<file path="src/rtl/tal_pkg.sv">
// Shared types and constants for the tree ancestor / LCA engine.
`default_nettype none

package tal_pkg;

    // Fixed field widths of the item payloads
    localparam int NODE_W      = 10;
    localparam int IN_TDATA_W  = 32;
    localparam int OUT_TDATA_W = 16;
    localparam int IN_TUSER_W  = 2;
    localparam int OUT_TUSER_W = 1;

    localparam logic [NODE_W-1:0] DEPTH_MAX = 10'd1023;

    // Item function codes
    typedef enum logic [1:0] {
        FUNC_LOAD = 2'd0,
        FUNC_LCA  = 2'd1,
        FUNC_KTH  = 2'd2
    } t_func;

    // Level counter operations
    typedef enum logic [2:0] {
        J_HOLD,
        J_ZERO,
        J_TOP,
        J_INC,
        J_DEC
    } t_j_op;

    // Controller -> datapath
    typedef struct packed {
        logic  cap_in;      // latch the accepted item
        logic  dep_rd;      // read depth store
        logic  dep_sel_b;   // depth read at second node (else first)
        logic  dep_wr;      // write depth of node being loaded
        logic  cap_da;      // hold depth of first node
        logic  swap_setup;  // order nodes by depth, set lift amount
        logic  lift_step;   // one lift level of the working node
        logic  joint_step;  // one joint lift level of both nodes
        logic  load_step;   // one ancestor entry of a load
        logic  par_rd;      // read parent of working node
        t_j_op j_op;
        logic  out_load;    // load the result register
        logic  out_found;
    } t_dp_cmd;

    // Datapath -> controller
    typedef struct packed {
        t_func func;
        logic  a_bad;       // first node out of range
        logic  b_bad;       // second node out of range
        logic  a_zero;      // first node is the root
        logic  j_zero;
        logic  j_last;
        logic  lift_last;   // no set bits left above the current one in the lift amount, or top level reached
        logic  k_gt;        // steps exceed depth
        logic  same;        // working nodes are equal
        logic  out_free;    // result register can take a new item
    } t_dp_stat;

endpackage

`default_nettype wire

</file>
<file path="src/rtl/tal_ctrl.sv">
// Sequencing state machine for loads, k-th ancestor and LCA queries.
`default_nettype none

module tal_ctrl (
    input  wire                i_clk,
    input  wire                i_rst_n,
    input  wire                i_in_valid,
    output logic               o_in_ready,
    input  tal_pkg::t_dp_stat  i_stat,
    output tal_pkg::t_dp_cmd   o_cmd
);

    typedef enum logic [3:0] {
        S_IDLE,
        S_DEC,
        S_LD_LOOP,
        S_K_CHK,
        S_D_B,
        S_L_SET,
        S_LIFT,
        S_L_CHK,
        S_JOINT,
        S_J_END,
        S_OUT_A,
        S_OUT_N
    } t_state;

    t_state r_state;
    t_state n_state;

    always_ff @(posedge i_clk) begin
        if (!i_rst_n) begin
            r_state <= S_IDLE;
        end else begin
            r_state <= n_state;
        end
    end

    assign o_in_ready = (r_state == S_IDLE);

    always_comb begin
        n_state = r_state;
        o_cmd   = '0;
        case (r_state)
            S_IDLE: begin
                if (i_in_valid) begin
                    o_cmd.cap_in = 1'b1;
                    n_state      = S_DEC;
                end
            end
            S_DEC: begin
                case (i_stat.func)
                    tal_pkg::FUNC_LOAD: begin
                        if (i_stat.a_zero || i_stat.a_bad || i_stat.b_bad) begin
                            n_state = S_IDLE;
                        end else begin
                            o_cmd.dep_rd    = 1'b1;
                            o_cmd.dep_sel_b = 1'b1;
                            o_cmd.j_op      = tal_pkg::J_ZERO;
                            n_state         = S_LD_LOOP;
                        end
                    end
                    tal_pkg::FUNC_LCA: begin
                        if (i_stat.a_bad || i_stat.b_bad) begin
                            n_state = S_OUT_N;
                        end else begin
                            o_cmd.dep_rd = 1'b1;
                            n_state      = S_D_B;
                        end
                    end
                    tal_pkg::FUNC_KTH: begin
                        if (i_stat.a_bad) begin
                            n_state = S_OUT_N;
                        end else begin
                            o_cmd.dep_rd = 1'b1;
                            o_cmd.j_op   = tal_pkg::J_ZERO;
                            n_state      = S_K_CHK;
                        end
                    end
                    default: begin
                        n_state = S_IDLE;
                    end
                endcase
            end
            S_LD_LOOP: begin
                o_cmd.load_step = 1'b1;
                o_cmd.dep_wr    = i_stat.j_zero;
                o_cmd.j_op      = tal_pkg::J_INC;
                if (i_stat.j_last) begin
                    n_state = S_IDLE;
                end
            end
            S_K_CHK: begin
                n_state = i_stat.k_gt ? S_OUT_N : S_LIFT;
            end
            S_D_B: begin
                o_cmd.cap_da    = 1'b1;
                o_cmd.dep_rd    = 1'b1;
                o_cmd.dep_sel_b = 1'b1;
                n_state         = S_L_SET;
            end
            S_L_SET: begin
                o_cmd.swap_setup = 1'b1;
                o_cmd.j_op       = tal_pkg::J_ZERO;
                n_state          = S_LIFT;
            end
            S_LIFT: begin
                o_cmd.lift_step = 1'b1;
                o_cmd.j_op      = tal_pkg::J_INC;
                if (i_stat.lift_last) begin
                    n_state = (i_stat.func == tal_pkg::FUNC_LCA) ? S_L_CHK : S_OUT_A;
                end
            end
            S_L_CHK: begin
                if (i_stat.same) begin
                    n_state = S_OUT_A;
                end else begin
                    o_cmd.j_op = tal_pkg::J_TOP;
                    n_state    = S_JOINT;
                end
            end
            S_JOINT: begin
                o_cmd.joint_step = 1'b1;
                o_cmd.j_op       = tal_pkg::J_DEC;
                if (i_stat.j_zero) begin
                    n_state = S_J_END;
                end
            end
            S_J_END: begin
                o_cmd.par_rd = 1'b1;
                n_state      = S_OUT_A;
            end
            S_OUT_A: begin
                if (i_stat.out_free) begin
                    o_cmd.out_load  = 1'b1;
                    o_cmd.out_found = 1'b1;
                    n_state         = S_IDLE;
                end
            end
            S_OUT_N: begin
                if (i_stat.out_free) begin
                    o_cmd.out_load = 1'b1;
                    n_state        = S_IDLE;
                end
            end
            default: begin
                n_state = S_IDLE;
            end
        endcase
    end

endmodule

`default_nettype wire

</file>
<file path="config.mk">
export PLATFORM = sky130hd
export DESIGN_NAME = tal_ctrl
export DESIGN_NICKNAME = d
export VERILOG_FILES = /design/src/rtl/tal_pkg.sv /design/src/rtl/tal_ctrl.sv
export SDC_FILE = /design/constraint.sdc
export NUM_CORES = 1
export LEC_CHECK = 0
export ABC_AREA = 1
export BUFFER_PORTS_ARGS = -buffer_cell sky130_fd_sc_hd__clkbuf_2
export CORE_MARGIN = 8
export CORE_UTILIZATION = 40
export CTS_CLUSTER_DIAMETER = 30
export DETAILED_ROUTE_END_ITERATION = 8
export PLACE_DENSITY = 0.74
export SLEW_MARGIN = 15
export SYNTH_ARGS = -nofsm -noshare
export SYNTH_HDL_FRONTEND = slang
export SYNTH_SLANG_ARGS = --single-unit
</file>
<file path="constraint.sdc">
create_clock -name i_clk -period 1 [get_ports i_clk]
set_input_delay 0.05 -clock i_clk [delete_from_list [all_inputs] [get_ports i_clk]]
set_output_delay 0.05 -clock i_clk [all_outputs]
set_load 0.03 [all_outputs]
</file>
==> impl_metrics.tcl, run 1 <==
set metrics [dict create \
    status "did not finish" \
    failing_step "5_1_grt" \
    stop_error "[ERROR DPL-0038] Utilization greater than 100%, impossible to legalize" \
    synth_common_cells "nand2_1, inv_1, nand3_1" \
    async_flop_share_pct 0 \
    gp_congestion 0.9485 \
    die_x_um 54.71 \
    ys_types 18 \
    rows 14 \
    dieHeight_um 54.71 \
    synth_ff_type "dfxtp_1" \
    dp_cells 174 \
    cts.sink_count 4 \
    crit_endpoint "o_cmd[3]" \
    yosysMostFrequentCell "nand2_1" \
    synth.area.top_cells "nand2_1, dfxtp_1, nand3_1" \
    synth_area_leader_cell "nand2_1" \
    endpoint_type "output port" \
    cts_root_buf "clkbuf_4" \
    synth_edf_count 0 \
    port_buffers 29 \
    synth-seq-cells 4 \
    synth.top_cell.area_share_pct 21.29 \
    synthCells 114 \
    start_util_pct 41.22 \
    synth.avg_cell_area_sq_um 5.257 \
    cts_buffer_depth 2 \
    syn_nets 128 \
    yosysSeqAreaShare_pct 13.36 \
    cts-buffers-inserted 3 \
    grt_start_max_net_pins 7 \
    num_io_pins 30 \
    yosys_warnings 0 \
    dp_hpwl_um 1920 \
    syn_area_sq_um 599.3 \
    cts_max_level 1 \
]
repair_timing:
action,in CTS
setup buffers,7
resized for setup,65
endpoints found under the setup margin,20
pin swaps,16
hold buffers,0
metrics by stage:
stage	cell area [sq um]	TNS, ns	setup WS (ns)	hold slack (ns)
floorplan	699.4	-0.8283	-0.1075	0.2097
global placement	977.2	-1.839	-0.2070	0.3171
detailed placement	977.2	-2.339	-0.2368	0.3260
CTS	1331	-5.441	-0.3685	0.06487
kinds of logic after synthesis:
kind of cell    count (synthesis)  synth area share (%)
compound gates                 12                 11.07
buf+inv                        24                 15.66
simple gates                   74                 59.92
flops                           4                 13.36
==> run 2, diff against run 1 <==
--- a/config.mk
+++ b/config.mk
@@ -7,11 +7,10 @@
 export LEC_CHECK = 0
 export ABC_AREA = 1
 export BUFFER_PORTS_ARGS = -buffer_cell sky130_fd_sc_hd__clkbuf_2
-export CORE_MARGIN = 8
-export CORE_UTILIZATION = 40
-export CTS_CLUSTER_DIAMETER = 30
+export CORE_AREA = 8 8 69 71
 export DETAILED_ROUTE_END_ITERATION = 8
-export PLACE_DENSITY = 0.74
+export DIE_AREA = 0 0 77 79
+export PLACE_DENSITY_LB_ADDON = 0.15
 export SLEW_MARGIN = 15
 export SYNTH_ARGS = -nofsm -noshare
 export SYNTH_HDL_FRONTEND = slang
==> constraint.sdc (replaced) <==
create_clock -name i_clk -period 1.3 [get_ports i_clk]
set_input_delay 0.065 -clock i_clk [delete_from_list [all_inputs] [get_ports i_clk]]
set_output_delay 0.065 -clock i_clk [all_outputs]
set_load 0.03 [all_outputs]
==> run 2 against run 1 <==
- synthesized area is the same
- synthesized cell count is the same
- the flow now finishes without violations
==> impl_metrics.tcl, run 2 <==
set metrics [dict create \
    ir_worst_vdd_uv 1059 \
    cts_buffer_depth 2 \
    clock_latency_ns 0.22 \
    syn_area_sq_um 599.3 \
    fmax_mhz 783.1 \
    wl_per_cell_um 11.45 \
    die_x_um 77 \
    setup_ws_ns 0.02300 \
    pre_cts_ws_ns -0.02913 \
    cp-start-kind "register" \
    synth_ff_type "dfxtp_1" \
    met1_usage_pct 7.451 \
    cap_violations 0 \
    drive_gt1_share_pct 55.70 \
    cp-end-kind "output port" \
    cts_tree "done" \
    nets 174 \
    synth_edf_count 0 \
    wl_um 2381 \
    synth_common_cells "nand2_1, inv_1, nand3_1" \
    synthCells 114 \
    synth-seq-cells 4 \
    yosys_warnings 0 \
    port_buffers 29 \
    worst_slew_pin_slew_ns 0.2364 \
    crit_type "reg2out" \
    grt_start_max_net_pins 8 \
    grt.met2_usage_pct 15.46 \
    critPathRequiredTime_ns 1.24 \
    largest_reg_flops 4 \
    layout_common_cells "nand2_1, inv_1, clkbuf_2" \
    rows 23 \
    grt_first_pass_wirelength_um 3953 \
    hold_class "in2reg" \
    globalRouteMet3Util_pct 2.257 \
    async_flop_share_pct 0 \
    final-hold-violation-count 0 \
    cts_max_level 1 \
    synth.area.top_cells "nand2_1, dfxtp_1, nand3_1" \
    grt_overflow 0 \
    finalPower_mw 1.535 \
    num_io_pins 30 \
    die_area_sq_mm 0.006083 \
    max-slew-margin-rel_pct 84.18 \
    crit_arrival_ns 1.21 \
    finClkSkew_ns 0.0008451 \
    drv_slew 0 \
    diodes 0 \
    top_register "r_state" \
    power_density_mw_per_mm2 1286 \
    dp_hpwl_um 1953 \
    antenna_found_initial 0 \
    yosysMostFrequentCell "nand2_1" \
    first_global_vias 908 \
    vias 897 \
    syn_nets 128 \
    ant_nets 0 \
    syn_to_final_growth_pct 99.16 \
    yosysSeqAreaShare_pct 13.36 \
    synth.avg_cell_area_sq_um 5.257 \
    rsz0062_at_grt "yes" \
    grt_usage_pct 7.942 \
    synth.top_cell.area_share_pct 21.29 \
    mostFrequentLayoutCell "nand2_1" \
    start_util_pct 15.78 \
    grt_busiest_layer "met2" \
    post-route-period-util_pct 98.23 \
    period_needed_ns 1.277 \
    firstDrtPassIters 4 \
    core_sq_mm 0.003799 \
    gp_congestion 0.8355 \
    dieHeight_um 79 \
    drt_iter0_markers 46 \
    reg_top3 "r_state (4)" \
    dp_cells 194 \
    setup_viol 0 \
    cts-buffers-inserted 3 \
    clkTransAtPathRegs_ns 0.03 \
    status "complete, no violations" \
    instances_no_fill 208 \
    path_max_fanout 7 \
    cts_root_buf "clkbuf_8" \
    via_per_inst 4.313 \
    route.detailed.drc 0 \
    cts.sink_count 4 \
    ys_types 18 \
    synth_area_leader_cell "nand2_1" \
    p_leak_nw 0.6101 \
]
run 2: final cells by class:
cell class | instances | area, sq um
clock buffers | 3 | 41.29
fillers | 436 | 2605
inverters | 23 | 101.3
multi-input cells | 86 | 566.8
flip-flops and latches | 4 | 95.09
well taps | 50 | 62.56
repair buffers | 42 | 326.6
run 2: kinds of logic (layout without fill, tap and decap cells):
family / count (synthesis) / after routing / share of synthesized area (%)
buffers and inverters: 24 / 68 / 15.66
and+or+nand+nor: 74 / 74 / 59.92
DFF: 4 / 4 / 13.36
AOI/OAI and AO/OA: 12 / 12 / 11.07
run 2: critical path: stages, from the launching register on:
cell and delay, ns:
dfxtp_4 0.41, inv_6 0.06, nor2_4 0.16, nand2_1 0.12, nand3_2 0.11, buf_8 0.12
run 2: final timing paths:
kind               from         end  slack [ns]  depth (start not counted)
max          r_state[1]    o_cmd[2]        0.02                          5
min reg2reg  r_state[0]  r_state[0]        0.56                          2
max reg2reg  r_state[1]  r_state[3]        0.06                          7
min             i_rst_n  r_state[2]        0.13                          3
run 2: through the flow:
step | cell area, sq um | util [%] | TNS [ns] | hold WS [ns]
detailed placement | 829.5 | 21.84 | -0.05398 | 0.3660
CTS | 1016 | 26.75 | -0.05684 | 0.1330
global route | 1194 | 31.42 | -0.2172 | 0.1736
finish | 1194 | 31.42 | 0 | 0.1332
floorplan | 614.3 | - | -0.04148 | 0.2356
global placement | 829.5 | 21.84 | -0.1181 | 0.3512
run 2: what timing repair did:
item	in CTS	in global routing
hold buffers	0	0
cloned	0	0
resized for setup	30	60
setup endpoints to repair	19	17
pin swaps	4	12
buffers inserted	8	3
run 2: report_power, final:
part	switching [mW]	internal, mW
Clock	0.0629	0.197
Sequential	0.0738	0.159
Combinational	0.593	0.449
Total	0.730	0.805
run 2: layer usage:
layer  part of all wire (%)  routed length [um]
met5                      0                   0
met4                    2.7                  65
met3                    6.5                 155
met2                     54                1297
met1                     36                 862
(Power assumes the default switching activity.)
==> run 3, diff against run 2 <==
==> constraint.sdc (replaced) <==
create_clock -name i_clk -period 1.3 [get_ports i_clk]
set_input_delay 0.195 -clock i_clk [delete_from_list [all_inputs] [get_ports i_clk]]
set_output_delay 0.195 -clock i_clk [all_outputs]
set_load 0.03 [all_outputs]
==> run 3 against run 2 <==
- the run now ends with negative setup slack left
- cell count rose by 4.8%
- core utilization increased by 7.2 points
- maximum frequency decreased by 10%
- critical path depth increased by 1
- critical path type unchanged
- critical endpoint is now o_cmd[12]
==> impl_metrics.tcl, run 3 (same netlist as run 2, synthesis figures left out) <==
set metrics [dict create \
    rsz0062_at_grt "yes" \
    setup_tns_ns -0.8784 \
    drt_iter0_markers 16 \
    rows 23 \
    p_seq_share_pct 13.4 \
    start_util_pct 15.78 \
    top_register "r_state" \
    finClkSkew_ns 0.001313 \
    fmax_mhz 704.9 \
    antenna_found_initial 0 \
    vias 916 \
    num_io_pins 30 \
    diodes 0 \
    violations "negative setup slack" \
    reg2regPathDepth 9 \
    drv_slew 0 \
    fillers 410 \
    post-route-period-util_pct 109.1 \
    cp-start-kind "register" \
    cts_tree "done" \
    grt_start_max_net_pins 7 \
    cts.sink_count 4 \
    clkTransAtPathRegs_ns 0.03 \
    via_per_inst 4.202 \
    p_leak_nw 0.7224 \
    path_max_fanout 6 \
    hold-path-endpoint "r_state[1]" \
    dp_hpwl_um 2025 \
    nets 184 \
    die_area_sq_mm 0.006083 \
    crit_path_cell_trace "nor2_4 > inv_2 > nor2_4 > inv_2 > o31ai_2 > buf_4" \
    wl_um 2549 \
    syn_to_final_growth_pct 144.9 \
    hold_class "in2reg" \
    power.switching_uw 862.9 \
    largest_reg_flops 4 \
    crit_buf_inv 3 \
    gp_congestion 0.8052 \
    power_density_mw_per_mm2 1219 \
    route.detailed.drc 0 \
    crit_type "reg2out" \
    cp-end-kind "output port" \
    power_frac_clock_pct 14.5 \
    period_needed_ns 1.419 \
    r2r_start "r_state[2]" \
    ant_nets 0 \
    reg_top3 "r_state (4)" \
    grt_overflow 0 \
    die_x_um 77 \
    wl_per_cell_um 11.69 \
    drive_gt1_share_pct 66.67 \
    final-hold-violation-count 0 \
    crit_arrival_ns 1.22 \
    regArea_sq_um 95.09 \
    cp_top_family "flip-flops" \
    worst_slew_pin_slew_ns 0.2614 \
    cp_slowest_stage_delay_ns 0.38 \
    p_int_uw 926.4 \
    dp_cells 207 \
    r2r_slack_ns -0.03 \
    core_sq_mm 0.003799 \
    pwr-share-comb_pct 72.1 \
    swShare_pct 48.22 \
    max-slew-margin-rel_pct 82.51 \
    r2r-end "r_state[3]" \
    port_buffers 29 \
    status "finished, violations left" \
    cts_buffer_depth 2 \
    cap_violations 0 \
    setup_ws_ns -0.1187 \
    layout_common_cells "nand2_1, buf_4, clkbuf_2" \
    cts_root_buf "clkbuf_8" \
    grt_first_pass_wirelength_um 4008 \
    min-delay-start "i_rst_n" \
    mostFrequentLayoutCell "nand2_1" \
    first_global_vias 896 \
    firstDrtPassIters 3 \
    setup_viol 16 \
    grt_usage_pct 7.997 \
    ir_worst_vdd_uv 347.5 \
    dieHeight_um 79 \
    crit_slowest_cell "dfxtp_4" \
    critPathRequiredTime_ns 1.11 \
    multi_input_area_sq_um 663.1 \
    cts_max_level 1 \
    whs_path_depth 3 \
    cts-buffers-inserted 3 \
    ctsHoldBuffers 0 \
    clock_latency_ns 0.22 \
    instances_no_fill 218 \
]
## run 3: cell types whose count changed in the layout (fill, tap and decap cells not counted), sizes merged
cell and delta:
buf +12, clkbuf -2
## run 3: final cells by class
class	instances	area share (%)
inverter	23	7.417
clock buffer	3	2.813
tap	50	4.263
timing repair buffer	52	33.84
sequential	4	6.479
multi-input combinational	86	45.18
## run 3: timing repair
| item | CTS | global route |
|---|---|---|
| endpoints found under the setup margin | 20 | 20 |
| cloned | 0 | 0 |
| resized for setup | 81 | 44 |
| pin swaps | 16 | 9 |
| setup buffers | 7 | 1 |
## run 3: power groups by stage
| stage | registers, mW | clock network, mW | logic (mW) |
|---|---|---|---|
| 6_report | 0.240 | 0.259 | 1.29 |
| 4_1_cts | 0.229 | 0.268 | 1.07 |
| 3_5_place_dp | 0.195 | 0 | 0.751 |
| 3_3_place_gp | 0.193 | 0 | 0.752 |
| 5_1_grt | 0.245 | 0.276 | 1.39 |
| 2_1_floorplan | 0.191 | 0 | 0.496 |
## run 3: through the flow
| stage | hold WS (ns) | utilization (%) | area (sq um) | power (mW) | worst slack, ns |
|---|---|---|---|---|---|
| final | 0.2812 | 38.64 | 1468 | 1.789 | -0.1187 |
| after global routing | 0.3157 | 38.64 | 1468 | 1.906 | -0.1615 |
| after CTS | 0.2602 | 34.85 | 1324 | 1.568 | -0.1226 |
| after detailed placement | 0.4962 | 24.57 | 933.4 | 0.9462 | -0.07908 |
| after global placement | 0.4891 | 24.57 | 933.4 | 0.9446 | -0.05433 |
| after floorplan | 0.3656 | - | 620.6 | 0.6876 | -0.1713 |
## run 3: per-layer routing
layer  part of all wire, %  up-vias  global-route usage, %
met1                    37      414                  7.798
met3                   4.2        6                  1.919
met4                   2.8        0                  2.830
met5                     0        -                      0
met2                    56       21                  15.97
li1                      -      475                      -
## run 3: how the worst max path moves through the flow
stage                          start        end  cells past startpoint
after CTS                 r_state[1]  o_cmd[12]                      6
after detailed placement  r_state[0]  o_cmd[13]                      5
after global routing      r_state[3]  o_cmd[13]                      6
final                     r_state[0]  o_cmd[12]                      6
after floorplan           r_state[0]  o_cmd[13]                      5
after global placement    r_state[1]  o_cmd[13]                      6
## run 3: worst reg2reg max path, cell delays in order (launching register included)
cell and delay, ns:
dfxtp_4 0.37, inv_8 0.09, nor2_4 0.05, buf_6 0.12, buf_6 0.11, nand3_4 0.06
nand3_4 0.09, nor2_4 0.15, nand2_1 0.08, a21oi_2 0.12
==> run 4, diff against run 3 <==
--- a/config.mk
+++ b/config.mk
@@ -10,7 +10,6 @@
 export CORE_AREA = 8 8 69 71
 export DETAILED_ROUTE_END_ITERATION = 8
 export DIE_AREA = 0 0 77 79
-export PLACE_DENSITY_LB_ADDON = 0.15
 export SLEW_MARGIN = 15
 export SYNTH_ARGS = -nofsm -noshare
 export SYNTH_HDL_FRONTEND = slang
==> run 4 against run 3 <==
- the flow still finishes with violations (negative setup slack)
- power shrank 9.6%
- register-to-register slack is essentially flat
- via count fell by 3.7%
- critical path type unchanged
==> impl_metrics.tcl, run 4 (same netlist as run 2, synthesis figures left out) <==
set metrics [dict create \
    status "finished, violations left" \
    violations "negative setup slack" \
    r2r-end "r_state[2]" \
    cts_max_level 1 \
    post-route-period-util_pct 108.8 \
    cp-start-kind "register" \
    multi_input_area_sq_um 591.8 \
    dp_hpwl_um 1908 \
    num_io_pins 30 \
    route.detailed.drc 0 \
    rows 23 \
    setup_ws_ns -0.1142 \
    dieHeight_um 79 \
    cts.sink_count 4 \
    ctsHoldBuffers 0 \
    vias 882 \
    clkTransAtPathRegs_ns 0.03 \
    fillers 402 \
    cp-end-kind "output port" \
    min-delay-start "i_rst_n" \
    max-slew-margin-rel_pct 83.32 \
    fmax_mhz 707.1 \
    rsz0062_at_grt "yes" \
    cap_violations 0 \
    first_global_vias 828 \
    cts-buffers-inserted 3 \
    layout_common_cells "nand2_1, inv_1, clkbuf_2" \
    cts_buffer_depth 2 \
    crit_arrival_ns 1.22 \
    grt.met2_usage_pct 13.85 \
    pre_cts_ws_ns -0.04210 \
    p_leak_nw 0.6647 \
    gp_congestion 0.8391 \
    period_needed_ns 1.414 \
    holdWs_ns 0.2662 \
    cts_tree "done" \
    crit_type "reg2out" \
    r2r_start "r_state[0]" \
    grt_usage_pct 7.567 \
    wl_um 2571 \
    port_buffers 29 \
    top_register "r_state" \
    final-hold-violation-count 0 \
    grt_first_pass_wirelength_um 3712 \
    r2r_slack_ns -0.02 \
    met1_usage_pct 6.998 \
    critPathLaunch "r_state[1]" \
    core_sq_mm 0.003799 \
    reg_top3 "r_state (4)" \
    worst_slew_pin_slew_ns 0.2501 \
    ant_nets 0 \
    path_max_fanout 5 \
    die_area_sq_mm 0.006083 \
    ir_worst_vdd_uv 307.6 \
    grt_busiest_layer "met2" \
    drive_gt1_share_pct 64.42 \
    hold-path-endpoint "r_state[1]" \
    antenna_found_initial 0 \
    die_x_um 77 \
    nets 179 \
    wl_per_cell_um 12.07 \
    whs_path_depth 3 \
    drv_slew 0 \
    syn_to_final_growth_pct 121.1 \
    setup_viol 17 \
    finClkSkew_ns 0.002352 \
    start_util_pct 15.78 \
    via_per_inst 4.141 \
    largest_reg_flops 4 \
    grt_start_max_net_pins 7 \
    cts_root_buf "clkbuf_8" \
    clock_latency_ns 0.22 \
    power_density_mw_per_mm2 1221 \
    diodes 0 \
    critPathRequiredTime_ns 1.11 \
    regArea_sq_um 95.09 \
    drt_iter0_markers 31 \
    firstDrtPassIters 4 \
    grt_overflow 0 \
    hold_class "in2reg" \
    reg2regPathDepth 8 \
    globalRouteMet3Util_pct 3.160 \
    mostFrequentLayoutCell "nand2_1" \
]
run 4: area by class of cell:
cell class	count	area share, %
clock buffer	3	3.116
inverter	23	7.082
multi-input combinational	86	44.66
sequential	4	7.177
tap	50	4.721
timing repair buffer	47	33.24
run 4: how the worst max path moves through the flow:
stage / endpoint / slack (ns)
6_report: o_cmd[13] / -0.11
5_1_grt: r_state[2] / -0.17
4_1_cts: o_cmd[3] / -0.11
3_5_place_dp: o_cmd[13] / -0.04
3_3_place_gp: r_state[0] / -0.04
2_1_floorplan: o_cmd[13] / -0.17
run 4: worst max-delay path: stages (launching register included):
cell and delay (ns):
dfxtp_4 0.38, inv_4 0.09, nand2_4 0.07, nor2_4 0.14, nand3_2 0.10, nand3_2 0.10, buf_8 0.12
run 4: metal layers:
| layer | vias to the layer above | share of wire (%) |
|---|---|---|
| met4 | 0 | 4.4 |
| li1 | 459 | - |
| met1 | 386 | 37 |
| met5 | - | 0 |
| met2 | 25 | 53 |
| met3 | 12 | 5.8 |
run 4: through the flow:
step / setup TNS, ns / area [sq um] / total power, mW / utilization (%) / std cells
5_1_grt: -2.124 / 1325 / 1.717 / 34.88 / 213
3_5_place_dp: -0.1088 / 918.4 / 0.9709 / 24.18 / 205
6_report: -0.9679 / 1325 / 1.617 / 34.88 / 213
3_3_place_gp: -0.1387 / 918.4 / 0.9753 / 24.18 / 205
4_1_cts: -0.9234 / 1195 / 1.440 / 31.46 / 213
2_1_floorplan: -0.6936 / 620.6 / 0.6876 / - / 114
run 4: timing repair:
| action | in CTS | in global routing |
|---|---|---|
| buffers inserted | 5 | 0 |
| endpoints found under the setup margin | 18 | 20 |
| pin swaps | 10 | 12 |
| gates resized for setup | 57 | 44 |
run 4: power breakdown:
part	total [mW]	leakage, nW	internal (mW)	switching, mW
sequential	0.224	0.0355	0.159	0.0650
clock	0.267	0.0216	0.198	0.0696
combinational	1.13	0.608	0.487	0.639
